**config.mk**
```make
export PLATFORM = sky130hd
export DESIGN_NAME = lfe_regs
export DESIGN_NICKNAME = d
export VERILOG_FILES = /design/src/sv/lfe_pkg.sv /design/src/sv/lfe_regs.sv
export SDC_FILE = /design/constraint.sdc
export NUM_CORES = 1
export LEC_CHECK = 0
export ABC_AREA = 1
export BUFFER_PORTS_ARGS = -buffer_cell sky130_fd_sc_hd__buf_2
export CAP_MARGIN = 30
export CORE_ASPECT_RATIO = 2
export CORE_MARGIN = 2
export CORE_UTILIZATION = 50
export CTS_CLUSTER_SIZE = 14
export DETAILED_ROUTE_END_ITERATION = 10
export PLACE_DENSITY = 0.76
export REMOVE_ABC_BUFFERS = 1
export SETUP_SLACK_MARGIN = 0.15
export SYNTH_ARGS = -nofsm -noshare
export SYNTH_HDL_FRONTEND = slang
export SYNTH_SLANG_ARGS = --single-unit
```
**constraint.sdc**
```tcl
create_clock -name clk -period 1 [get_ports clk]
set_input_delay 0 -clock clk [delete_from_list [all_inputs] [get_ports clk]]
set_output_delay 0 -clock clk [all_outputs]
set_load 0.005 [all_outputs]
```
**src/sv/lfe_pkg.sv**
```systemverilog
// Package for the lambda fractal escape-time block: number formats,
// register indexes, command and status structs, and the fixed-point helpers.
// No dependencies.
package lfe_pkg;

  // Signed Q8.24 value and a truncated product of two of them.
  typedef logic signed [31:0] q_t;
  typedef logic signed [40:0] prod_t;
  typedef logic signed [42:0] sum_t;

  localparam int IDX_W = 3;
  localparam int CFG_W = 24;
  localparam logic [IDX_W-1:0] CFG_OFFSET_X = 3'd0;
  localparam logic [IDX_W-1:0] CFG_OFFSET_Y = 3'd1;
  localparam logic [IDX_W-1:0] CFG_ZOOM     = 3'd2;
  localparam logic [IDX_W-1:0] CFG_MAX_ITER = 3'd3;

  localparam q_t Q_MAX = 32'sh7FFF_FFFF;
  localparam q_t Q_MIN = 32'sh8000_0000;
  localparam q_t Z_START = 32'sh0080_0000;
  localparam sum_t ESC_LIM = 43'sd67108864;
  localparam int QUO_W = 31;

  // Configuration register contents.
  typedef struct packed {
    logic signed [20:0] offset_x;
    logic signed [20:0] offset_y;
    logic [23:0]        zoom_scale;
    logic [11:0]        max_iter;
  } lfe_cfg_t;

  // Commands from the controller to the datapath.
  typedef struct packed {
    logic load;
    logic map;
    logic dinit;
    logic dstep;
    logic dstore;
    logic sel;
    logic zinit;
    logic prod;
    logic pq;
    logic cmul;
    logic sum;
    logic inc;
    logic oload;
  } lfe_cmd_t;

  // Status from the datapath to the controller.
  typedef struct packed {
    logic esc;
    logic last;
    logic zero_lim;
  } lfe_stat_t;

  // Product of two Q8.24 values, magnitude truncated; dbl shifts by 23.
  function automatic prod_t mulq(input q_t a, input q_t b, input logic dbl);
    logic [31:0] ma;
    logic [31:0] mb;
    logic [63:0] m;
    logic [39:0] s;
    logic        neg;
    neg = a[31] ^ b[31];
    ma  = a[31] ? 32'(-a) : 32'(a);
    mb  = b[31] ? 32'(-b) : 32'(b);
    m   = 64'(ma) * 64'(mb);
    s   = dbl ? m[62:23] : {1'b0, m[62:24]};
    return neg ? -$signed({1'b0, s}) : $signed({1'b0, s});
  endfunction

  // Saturate a wide sum to the Q8.24 range.
  function automatic q_t sat_q(input sum_t v);
    if (v > 43'(Q_MAX)) return Q_MAX;
    if (v < 43'(Q_MIN)) return Q_MIN;
    return v[31:0];
  endfunction

endpackage

```
**src/sv/lfe_regs.sv**
```systemverilog
// Configuration registers of the lambda fractal block.
// Depends on lfe_pkg.
module lfe_regs (
  input  logic                       clk,
  input  logic                       rst,
  input  logic                       wr_en,
  input  logic [lfe_pkg::IDX_W-1:0]  wr_index,
  input  logic [lfe_pkg::CFG_W-1:0]  wr_data,
  output lfe_pkg::lfe_cfg_t          cfg
);
  import lfe_pkg::*;

  // Register file, written one register per handshake.
  always_ff @(posedge clk) begin
    if (rst) begin
      cfg.offset_x   <= '0;
      cfg.offset_y   <= '0;
      cfg.zoom_scale <= 24'd65536;
      cfg.max_iter   <= 12'd50;
    end else if (wr_en) begin
      case (wr_index)
        CFG_OFFSET_X: cfg.offset_x   <= $signed(wr_data[20:0]);
        CFG_OFFSET_Y: cfg.offset_y   <= $signed(wr_data[20:0]);
        CFG_ZOOM:     cfg.zoom_scale <= wr_data[23:0];
        CFG_MAX_ITER: cfg.max_iter   <= wr_data[11:0];
        default: ;
      endcase
    end
  end

endmodule

```
* After elaboration in Yosys (flattened, before gate mapping)
Cells that the tools add are included. Widths: inputs -> output; s select.
Storage, ports and cells: register bits 78, latch bits 0, memories kept 0, logic and storage cells 12, bits in read-only memories 0, input bits 30, bits in writable memories 0
Cells by class: add/sub/neg operators 0, reduce and logical (&&, ||, !) cells 5, order comparisons 0, multiplexer cells 0, bitwise gates (word level) 0, divide/modulo/power cells 0, shift-type cells 0, multiply operators 0, equal/unequal tests 3
Operators by type and width (number):
- $reduce_and 2->1 | 4
- $eq 3x2->1 const B | 2
- $eq 3x1->1 const B | 1
- $logic_not 3->1 | 1

* Logic depth before layout (Yosys ltp)
depth after elaboration 2, mapped depth 7, depth with buffers taken out 5

* Worst setup path after synthesis
No wires, ideal clock.
kind in2reg, start point input port wr_en, end point register cfg[28] in the netlist's numbering, data arrival time 617 ps, required time 870 ps, stages 6, slack 253 ps, path buffers 1, path through inv_1 > nor2_4 > buf_1 > nand2_1 > nand2_1 > nand3_1
On the way: word-level cells in the longest chain between the ends 1
RTL lines:
- start: declaration | RTL line lfe_regs.sv:6 | input logic wr_en,
- $reduce_and 2->1 (no line)
- end: declaration | RTL line lfe_regs.sv:9 | output lfe_pkg::lfe_cfg_t cfg
No other way between the ends. A chain may end at the register's enable or synchronous reset.

* Final worst setup path
start point register cfg[2] in the netlist's numbering, end point output port cfg[2] in the netlist's numbering
No word-level cell between the ends.

==> results.ini <==
[final_layout]
syn2layout_area_growth_pct=34.2
mostFrequentLayoutCells=nor2_1, buf_2, nand2_1, nand3_1, dfxtp_1
fin_nets=604
post-route-util_pct=68.9
mostFrequentLayoutCell=nor2_1
drive_gt1_share_pct=26.6
largest-register=cfg
reg_top3=cfg x78
largest_register_ffs=78
diodes=0
instances_no_fill=665

[status]
status=finished clean

[power_and_ir_drop]
peakVddDrop_v=0.00132
leakagePower_nw=2.18
powerDensity_nw_per_um2=1740

[clock_network]
cts_root_buf=clkbuf_16
worstSkewPairLatency_ns=0.33
clk_path_buf_depth=2
cts_sinks=78
cts_tree=done
htreeDepth=3
numCtsBuffers=9
path_clk_slew_ns=0.06

[timing]
setup_ws_ns=0.166
fin_crit_sh_pct=83.4
tns_ns=0
hold_violations=0
rsz0062_at_grt=yes
clock.fmax_mhz=1200
fin_crit_ns=0.834
worst_pin_slew_ns=0.607
setup_viol=0
max_slew_margin_pct=59.4
skew_ns=0
maxSlewViolCount=0

[global_routing]
grt-ovfl-total=0
grt_max_degree=53
grt_pass1_wl_um=13200
grt_usage_pct=24.3
grt_pass1_vias=3015
antenna_found_initial=0

[synth]
synth_area_leaders=dfxtp_1, nor2_1, nand3_1
yosys_warnings=0
yosys.area.top_type=dfxtp_1
postSynthAreaPerCell_um2=6.99
ys_types=15
ys_ff_latch=78
yosys.area.top_type_share_pct=48.6
synth_cells=460
syn_area_um2=3210
seq_area_frac_synth_pct=48.6

[floorplanning]
core_area_um2=6260
initial_core_util_pct=51.4
dieArea_um2=7120
fp.dieW_um=60.7
ioPinCount=108
die_y_um=117
core.rowCount=41

[drt]
num_vias=3252
drt-pass1-iter-count=6
drtAntennaViolNets=0
viasPerCell=4.89
routedWlPerCell_um=12.5
finalWirelength_um=8290
first_iter_violations=158
drcViolationCount=0

[placement]
gp_congestion=0.817
place_inst=642
dpl_worst_slack_ns=-0.0355
portBuffers=107
post-dp-hpwl_um=5560

[min_path]
hold_path.class=in2reg

[critical_path]
arrival_ns=0.83
crit_path_max_incr_delay_ns=0.37
critical_path_class=reg2out
required_ns=1.00
critPathLaunchType=register
worstPathCellList=buf_2
crit_buf_inv=1
slowest_stage=dfxtp_1
endpoint_kind=output port
crit_family=flip-flops
path_max_fanout=2

[run]
cap_violations=0

## per-layer routing
metal | track usage (%) | vias up | part of all wire (%)
met5 | 0 | - | 0
met4 | 14.5 | 0 | 4.1
met3 | 5.40 | 28 | 5.0
met2 | 39.7 | 124 | 53
met1 | 27.5 | 1442 | 38
li1 | - | 1658 | -
## repair_timing
action	4_1_cts	5_1_grt
endpoints found under the setup margin	0	2
hold endpoints to repair	7	0
setup buffers	0	0
hold buffers	7	0
gates resized for setup	0	1
## report_power, final
part | total [W] | internal (W) | leakage, nW | switching [W]
sequential | 0.00328 | 0.00322 | 0.635 | 0.0000575
combinational | 0.000812 | 0.000350 | 1.39 | 0.000462
clock | 0.00343 | 0.00224 | 0.157 | 0.00119
total | 0.00752 | 0.00581 | 2.18 | 0.00171
## per-stage QoR
step                hold slack (ns)  cell area (um^2)  power [W]
global placement              0.227              3930    0.00411
finish                       0.0122              4310    0.00752
CTS                         0.00149              4310    0.00758
global route                 0.0198              4310    0.00779
floorplan                     0.113              3040    0.00375
detailed placement            0.236              3930    0.00413
## kinds of logic (layout without fill, tap and decap cells)
group / after synthesis / after routing / share of synthesized area, %
AO/OA/AOI/OAI: 21 / 21 / 3.27
buffers and inverters: 61 / 180 / 8.91
flip-flops: 78 / 78 / 48.6
AND/OR/NAND/NOR: 300 / 300 / 39.2
## cells in the mapped netlist
master and number:
nand2_2 2, nor2_2 4, buf_4 13, nor2_4 3, dfxtp_1 78, clkbuf_1 3, inv_2 2, inv_1 26
nor2_1 127, buf_1 8, buf_2 7, nand3_1 78, a21oi_1 21, clkinv_1 2, nand2_1 86
## worst paths after layout
kind	start	to	slack [ns]	depth (start not counted)
worst max-delay path	cfg[2]$_SDFFE_PP0P_	cfg[2]	0.17	1
worst max register to register	cfg[2]$_SDFFE_PP0P_	cfg[2]$_SDFFE_PP0P_	0.39	2
worst min register to register	cfg[4]$_SDFFE_PP1P_	cfg[4]$_SDFFE_PP1P_	0.46	2
worst min-delay path	wr_data[18]	cfg[75]$_SDFFE_PP0P_	0.01	5
## cell type report
| class | count | area (um^2) |
|---|---|---|
| Fill cell | 555 | 1940 |
| Timing Repair Buffer | 134 | 843 |
| Clock inverter | 4 | 70.1 |
| Sequential cell | 78 | 1560 |
| Inverter | 30 | 113 |
| Multi-Input combinational cell | 321 | 1370 |
| Tap cell | 86 | 108 |
| Clock buffer | 12 | 246 |
Note: power is estimated with default switching activity, not from simulation.
