## config.mk

```make
export PLATFORM = sky130hd
export DESIGN_NAME = lfe_ctrl
export DESIGN_NICKNAME = d
export VERILOG_FILES = /design/src/sv/lfe_pkg.sv /design/src/sv/lfe_ctrl.sv
export SDC_FILE = /design/constraint.sdc
export NUM_CORES = 1
export LEC_CHECK = 0
export ABC_AREA = 1
export ABC_CLOCK_PERIOD_IN_PS = 1000
export BUFFER_PORTS_ARGS = -buffer_cell sky130_fd_sc_hd__buf_2
export CAP_MARGIN = 15
export CORE_MARGIN = 2
export CORE_UTILIZATION = 45
export CTS_CLUSTER_DIAMETER = 50
export DETAILED_ROUTE_END_ITERATION = 16
export HOLD_SLACK_MARGIN = 0.06
export PLACE_DENSITY = 0.73
export SYNTH_ARGS = -nofsm -noshare
export SYNTH_HDL_FRONTEND = slang
export SYNTH_SLANG_ARGS = --single-unit
export TNS_END_PERCENT = 50
```

## constraint.sdc

```tcl
create_clock -name clk -period 1 [get_ports clk]
set_input_delay 0 -clock clk [delete_from_list [all_inputs] [get_ports clk]]
set_output_delay 0 -clock clk [all_outputs]
set_load 0.1 [all_outputs]
```

## src/sv/lfe_pkg.sv

```systemverilog
// Package for the lambda fractal escape-time block: number formats,
// register indexes, command and status structs, and the fixed-point helpers.
// No dependencies.
package lfe_pkg;

  // Signed Q8.24 value and a truncated product of two of them.
  typedef logic signed [31:0] q_t;
  typedef logic signed [40:0] prod_t;
  typedef logic signed [42:0] sum_t;

  localparam int IDX_W = 3;
  localparam int CFG_W = 24;
  localparam logic [IDX_W-1:0] CFG_OFFSET_X = 3'd0;
  localparam logic [IDX_W-1:0] CFG_OFFSET_Y = 3'd1;
  localparam logic [IDX_W-1:0] CFG_ZOOM     = 3'd2;
  localparam logic [IDX_W-1:0] CFG_MAX_ITER = 3'd3;

  localparam q_t Q_MAX = 32'sh7FFF_FFFF;
  localparam q_t Q_MIN = 32'sh8000_0000;
  localparam q_t Z_START = 32'sh0080_0000;
  localparam sum_t ESC_LIM = 43'sd67108864;
  localparam int QUO_W = 31;

  // Configuration register contents.
  typedef struct packed {
    logic signed [20:0] offset_x;
    logic signed [20:0] offset_y;
    logic [23:0]        zoom_scale;
    logic [11:0]        max_iter;
  } lfe_cfg_t;

  // Commands from the controller to the datapath.
  typedef struct packed {
    logic load;
    logic map;
    logic dinit;
    logic dstep;
    logic dstore;
    logic sel;
    logic zinit;
    logic prod;
    logic pq;
    logic cmul;
    logic sum;
    logic inc;
    logic oload;
  } lfe_cmd_t;

  // Status from the datapath to the controller.
  typedef struct packed {
    logic esc;
    logic last;
    logic zero_lim;
  } lfe_stat_t;

  // Product of two Q8.24 values, magnitude truncated; dbl shifts by 23.
  function automatic prod_t mulq(input q_t a, input q_t b, input logic dbl);
    logic [31:0] ma;
    logic [31:0] mb;
    logic [63:0] m;
    logic [39:0] s;
    logic        neg;
    neg = a[31] ^ b[31];
    ma  = a[31] ? 32'(-a) : 32'(a);
    mb  = b[31] ? 32'(-b) : 32'(b);
    m   = 64'(ma) * 64'(mb);
    s   = dbl ? m[62:23] : {1'b0, m[62:24]};
    return neg ? -$signed({1'b0, s}) : $signed({1'b0, s});
  endfunction

  // Saturate a wide sum to the Q8.24 range.
  function automatic q_t sat_q(input sum_t v);
    if (v > 43'(Q_MAX)) return Q_MAX;
    if (v < 43'(Q_MIN)) return Q_MIN;
    return v[31:0];
  endfunction

endpackage

```

## src/sv/lfe_ctrl.sv

```systemverilog
// Controller of the lambda fractal block: sequences mapping, division
// and the escape loop. Depends on lfe_pkg.
module lfe_ctrl (
  input  logic               clk,
  input  logic               rst,
  input  logic               in_valid,
  output logic               in_stall,
  output logic               out_valid,
  input  logic               out_stall,
  input  lfe_pkg::lfe_stat_t stat,
  output lfe_pkg::lfe_cmd_t  cmd
);
  import lfe_pkg::*;

  typedef enum logic [3:0] {
    S_IDLE, S_MAP, S_DINIT, S_DSTEP, S_DSTORE, S_ZINIT, S_PROD0, S_PQ0,
    S_CMUL, S_SUM, S_PROD, S_PQ, S_FIN
  } state_t;

  state_t     state;
  logic [4:0] step;
  logic       sel;
  logic       room;

  assign in_stall = (state != S_IDLE);
  assign room     = !out_valid || !out_stall;

  // Commands decoded from the current state.
  always_comb begin
    cmd        = '0;
    cmd.sel    = sel;
    cmd.load   = (state == S_IDLE) && in_valid;
    cmd.map    = (state == S_MAP);
    cmd.dinit  = (state == S_DINIT);
    cmd.dstep  = (state == S_DSTEP);
    cmd.dstore = (state == S_DSTORE);
    cmd.zinit  = (state == S_ZINIT);
    cmd.prod   = (state == S_PROD0) || (state == S_PROD);
    cmd.pq     = (state == S_PQ0) || (state == S_PQ);
    cmd.cmul   = (state == S_CMUL);
    cmd.sum    = (state == S_SUM);
    cmd.inc    = (state == S_PQ) && !stat.esc;
    cmd.oload  = (state == S_FIN) && room;
  end

  // State register and the output valid flag.
  always_ff @(posedge clk) begin
    if (rst) begin
      state     <= S_IDLE;
      step      <= '0;
      sel       <= 1'b0;
      out_valid <= 1'b0;
    end else begin
      // A new result takes the output register as the old one leaves.
      if ((state == S_FIN) && room) out_valid <= 1'b1;
      else if (out_valid && !out_stall) out_valid <= 1'b0;
      case (state)
        S_IDLE: if (in_valid) state <= S_MAP;
        S_MAP: begin
          sel   <= 1'b0;
          state <= S_DINIT;
        end
        S_DINIT: begin
          step  <= '0;
          state <= S_DSTEP;
        end
        S_DSTEP: begin
          step <= step + 5'd1;
          if (step == 5'(QUO_W - 1)) state <= S_DSTORE;
        end
        S_DSTORE: begin
          sel <= 1'b1;
          if (sel) state <= S_ZINIT;
          else     state <= S_DINIT;
        end
        S_ZINIT: state <= stat.zero_lim ? S_FIN : S_PROD0;
        S_PROD0: state <= S_PQ0;
        S_PQ0:   state <= S_CMUL;
        S_CMUL:  state <= S_SUM;
        S_SUM:   state <= S_PROD;
        S_PROD:  state <= S_PQ;
        S_PQ: begin
          if (stat.esc || stat.last) state <= S_FIN;
          else                       state <= S_CMUL;
        end
        S_FIN: begin
          if (room) state <= S_IDLE;
        end
        default: state <= S_IDLE;
      endcase
    end
  end

endmodule

```

==> results of run 1 <==
[Yosys cell counts, types with 2 or more instances]
| master | count |
|---|---|
| nand2_1 | 37 |
| inv_1 | 19 |
| nor2_1 | 14 |
| dfxtp_1 | 11 |
| a21oi_1 | 8 |
| nand3_1 | 8 |
| nor2_2 | 6 |
| inv_2 | 5 |
| o21ai_0 | 4 |
| ha_1 | 2 |
| nand4_1 | 2 |
[logic make-up after synthesis]
logic type,Yosys count,share of synthesized area [%]
DFF,11,29.0
adders and majority gates,2,3.30
and+or+nand+nor,71,41.8
xor gates and xnor gates,1,1.16
buffers and inverters,27,14.0
AOI/OAI and AO/OA,15,10.7
[metrics by stage]
step	instances	hold slack (ns)	setup WS, ns	util (%)	cell area, µm²
detailed placement	183	0.279	-0.192	85.1	1310
global placement	183	0.277	-0.156	85.1	1310
floorplan	127	0.0960	-0.458	-	830
==> qor.yml, run 1 <==
placed_design:
  post-dp-hpwl_um: 1990
  place.port_buffers: 21
  gp_congestion: 0.856
die:
  die_y_um: 45.1
  initial_core_util_pct: 49.2
  pin_count: 22
  rows: 14
  die_width_um: 45.1
synth:
  synth_ff_type: "dfxtp_1"
  syn_area_um2: 758
  ys_seq_elements: 11
  synthArstFlopShare_pct: 0
  synth_cell_types: 22
  synth_top_area_share_pct: 29.0
  syn_nets: 136
  yosysSeqAreaShare_pct: 29.0
  synth_edf_count: 0
  avgSynthCellArea_um2: 5.97
  synthTopCellsByArea: "dfxtp_1 29%, nand2_1 18%, inv_1 9.4%, nor2_1 6.9%, a21oi_1 5.3%"
  yosysTopAreaCell: "dfxtp_1"
  ys_warn_count: 0
  syn-instance-count: 127
clock_tree:
  postCtsSetupBuffers: 8
  cts-root-buf: "clkbuf_4"
  numClockSinks: 11
  clockBufferDepth: 2
  cts_buffers: 3
  holdBufCountCts: 1
  htree_levels: 1
  cts_resized: 41
outcome:
  status: "did not finish"
  error: "[ERROR DPL-0033] detailed placement checks failed during check placement."
  failed_stage: "clock tree synthesis"
==> run 2: changes to the inputs <==
==> config.mk (replaced) <==
export PLATFORM = sky130hd
export DESIGN_NAME = lfe_ctrl
export DESIGN_NICKNAME = d
export VERILOG_FILES = /design/src/sv/lfe_pkg.sv /design/src/sv/lfe_ctrl.sv
export SDC_FILE = /design/constraint.sdc
export NUM_CORES = 1
export LEC_CHECK = 0
export ABC_AREA = 1
export ABC_CLOCK_PERIOD_IN_PS = 1300
export BUFFER_PORTS_ARGS = -buffer_cell sky130_fd_sc_hd__buf_2
export CAP_MARGIN = 15
export CORE_AREA = 2 2 63 65
export DETAILED_ROUTE_END_ITERATION = 16
export DIE_AREA = 0 0 65 67
export PLACE_DENSITY_LB_ADDON = 0.15
export SYNTH_ARGS = -nofsm -noshare
export SYNTH_HDL_FRONTEND = slang
export SYNTH_SLANG_ARGS = --single-unit
export TNS_END_PERCENT = 50
==> constraint.sdc (replaced) <==
create_clock -name clk -period 1.3 [get_ports clk]
set_input_delay 0 -clock clk [delete_from_list [all_inputs] [get_ports clk]]
set_output_delay 0 -clock clk [all_outputs]
set_load 0.1 [all_outputs]
==> qor.yml, run 2 <==
route:
  wl_per_cell_um: 10.4
  ant_nets: 0
  drtIter0Drc: 34
  routed_wl_um: 2140
  route.vias.total: 854
  detail_route.drc_violations: 0
  dr.pass1.iters: 4
  routed_via_density: 4.17
sta:
  maxSlewViolCount: 0
  clock_skew_ns: 0.00278
  period_needed_ns: 1.28
  fin_crit_sh_pct: 98.7
  maxSlewHeadroom_pct: 68.0
  fmax_ghz: 0.779
  hold_violations: 0
  rsz0062_at_grt: "yes"
  finalSetupViolCount: 0
  worst_pin_slew_ns: 0.483
global_route:
  grt_pass1_wl_um: 3570
  grt_max_degree: 9
  grt_pass1_vias: 810
  antenna_found_initial: 0
  grtUsageTotal_pct: 10.8
  grt_overflow: 0
cells_and_area:
  final_nets: 167
  largest-register: "step"
  final_common_cell: "nand2_1"
  largest_register_ffs: 5
  nFillCells: 397
  layout_common_cells: "31 x nand2_1, 17 x inv_1, 12 x buf_12"
  reg_top3: "step: 5 flops, state: 4 flops"
  final_cell_area_um2: 1290
  areaGrowthSynthToFinish_pct: 70.1
  diodes: 0
  drive_gt1_share_pct: 43.9
synth:
  ys_warn_count: 0  # unchanged
  syn-instance-count: 127  # unchanged
  synthTopCellsByArea: "dfxtp_1 29%, nand2_1 18%, inv_1 9.4%, nor2_1 6.9%, a21oi_1 5.3%"
  synth_top_area_share_pct: 29.0  # unchanged
  yosys-top-cells-count: "37 x nand2_1, 19 x inv_1, 14 x nor2_1"
  syn_nets: 136  # unchanged
  post-synth-top-count-cell: "nand2_1"
  avgSynthCellArea_um2: 5.97  # unchanged
  synth_cell_types: 22  # unchanged
  yosysSeqAreaShare_pct: 29.0  # unchanged
  syn_area_um2: 758  # unchanged
  yosysTopAreaCell: "dfxtp_1"
  synth_edf_count: 0  # unchanged
  synthArstFlopShare_pct: 0  # unchanged
  synth_ff_type: "dfxtp_1"
  ys_seq_elements: 11  # unchanged
clock_tree:
  numClockSinks: 11  # unchanged
  holdBufCountCts: 0  # -1
  clkTransAtPathRegs_ns: 0.05
  cts_buffers: 3  # unchanged
  clk_latency_ns: 0.24
  htree_levels: 1  # unchanged
  cts_tree: "yes"
  clockBufferDepth: 2  # unchanged
  cts-root-buf: "clkbuf_8"
pwr:
  power_frac_clock_pct: 15.6
  p_seq_share_pct: 20.6
  power.density_nw_per_um2: 1760
  finalPower_mw: 2.27
  switching_share_pct: 54.3
  p_leak_nw: 0.593
  p_int_mw: 1.04
  combPwrFrac_pct: 63.8
  net-switching-power_mw: 1.23
  irDropWorstVdd_uv: 565
setup_path:
  cp.arrival_ns: 1.28
  worstSetupPathType: "reg -> out"
  cp-start-kind: "flip-flop"
  worstReg2RegStart: "state[0]"
  end_kind: "output pin"
  r2r_slack_ns: 0.06
  reg2reg_to: "state[2]"
  cp_max_fo: 7
  crit_required_ns: 1.30
  rr_worst_depth: 6
die:
  die_area_um2: 4360
  die_width_um: 65  # +44%
  die_y_um: 67  # +49%
  rows: 22  # +8
  pin_count: 22  # unchanged
  initial_core_util_pct: 21.0  # -28 points
  core_area_um2: 3610
outcome:
  status: "complete, no violations"
run:
  cap_violations: 0
placed_design:
  place.port_buffers: 21  # unchanged
  post-dp-hpwl_um: 1720  # -14%
  place_area_um2: 1170  # -11%
  gp_congestion: 0.818  # -4.5%
worst_hold_path:
  whs_endpoint: "out_valid"
  hold_class: "in -> reg"
  hold_start: "out_stall"
  min_path_cells: 3
==> run 2: cell families after synthesis <==
logic type	synth area share, %
flops	29.0
xor+xnor	1.16
fa+ha+maj	3.30
simple gates	41.8
buf+inv	14.0
compound gates	10.7
==> run 2: stage by stage <==
step | setup TNS (ns) | util [%] | setup WS (ns) | cells | hold WS [ns]
final | 0 | 35.8 | 0.0166 | 205 | 0.0229
after global routing | -0.0659 | 35.8 | -0.0316 | 205 | 0.0471
after CTS | -0.000289 | 34.6 | -0.000289 | 203 | 0.0174
after detailed placement | 0 | 32.5 | 0.0371 | 197 | 0.277
after global placement | 0 | 32.5 | 0.0276 | 197 | 0.277
after floorplan | -0.967 | - | -0.158 | 127 | 0.102
==> run 2: final cells by class <==
cell class              count  area, µm²  area share (%)
multi-input cells          89        512            39.7
repair buffers             28        340            26.4
flip-flops and latches     11        235            18.2
inverters                  25       97.6            7.57
well taps                  48       60.1            4.66
clock buffers               4       45.0            3.49
==> run 2: power by group through the flow <==
stage | logic (mW) | clock network [mW] | registers (mW)
after CTS | 1.44 | 0.377 | 0.458
after floorplan | 1.03 | 0 | 0.453
after global routing | 1.54 | 0.386 | 0.479
after global placement | 1.41 | 0 | 0.465
after detailed placement | 1.41 | 0 | 0.465
final | 1.45 | 0.353 | 0.468
==> run 2: worst max path at each step <==
stage | startpoint | endpoint | slack, ns | cells past startpoint
floorplan | state[1] | state[0] | -0.16 | 7
global placement | state[3] | state[1] | 0.03 | 9
detailed placement | state[3] | state[1] | 0.04 | 9
CTS | state[1] | cmd[0] | -0.0003 | 4
global route | state[0] | cmd[0] | -0.03 | 4
finish | state[0] | cmd[0] | 0.02 | 4
==> run 2: routing by layer <==
layer	track usage, %	vias to the layer above	part of all wire, %	routed length (µm)
li1	-	447	-	-
met1	11.7	386	43	929
met2	20.1	19	51	1100
met3	3.04	2	4.9	104
met4	3.99	0	0.37	8
met5	0	-	0	0
==> run 2: worst max-delay path, cell delays in order, from the launching register on <==
cell	delay, ns
dfxtp_4	0.37
nor2_4	0.26
nand2_2	0.12
nor2_4	0.11
buf_12	0.18
==> run 2: repair_timing <==
item | in CTS | in global routing
setup endpoints to repair | 7 | 9
gates cloned | 0 | 0
setup buffers | 2 | 2
gates resized for setup | 6 | 12
pin swaps | 1 | 5
No activity file was read; power rests on OpenSTA's default activity.
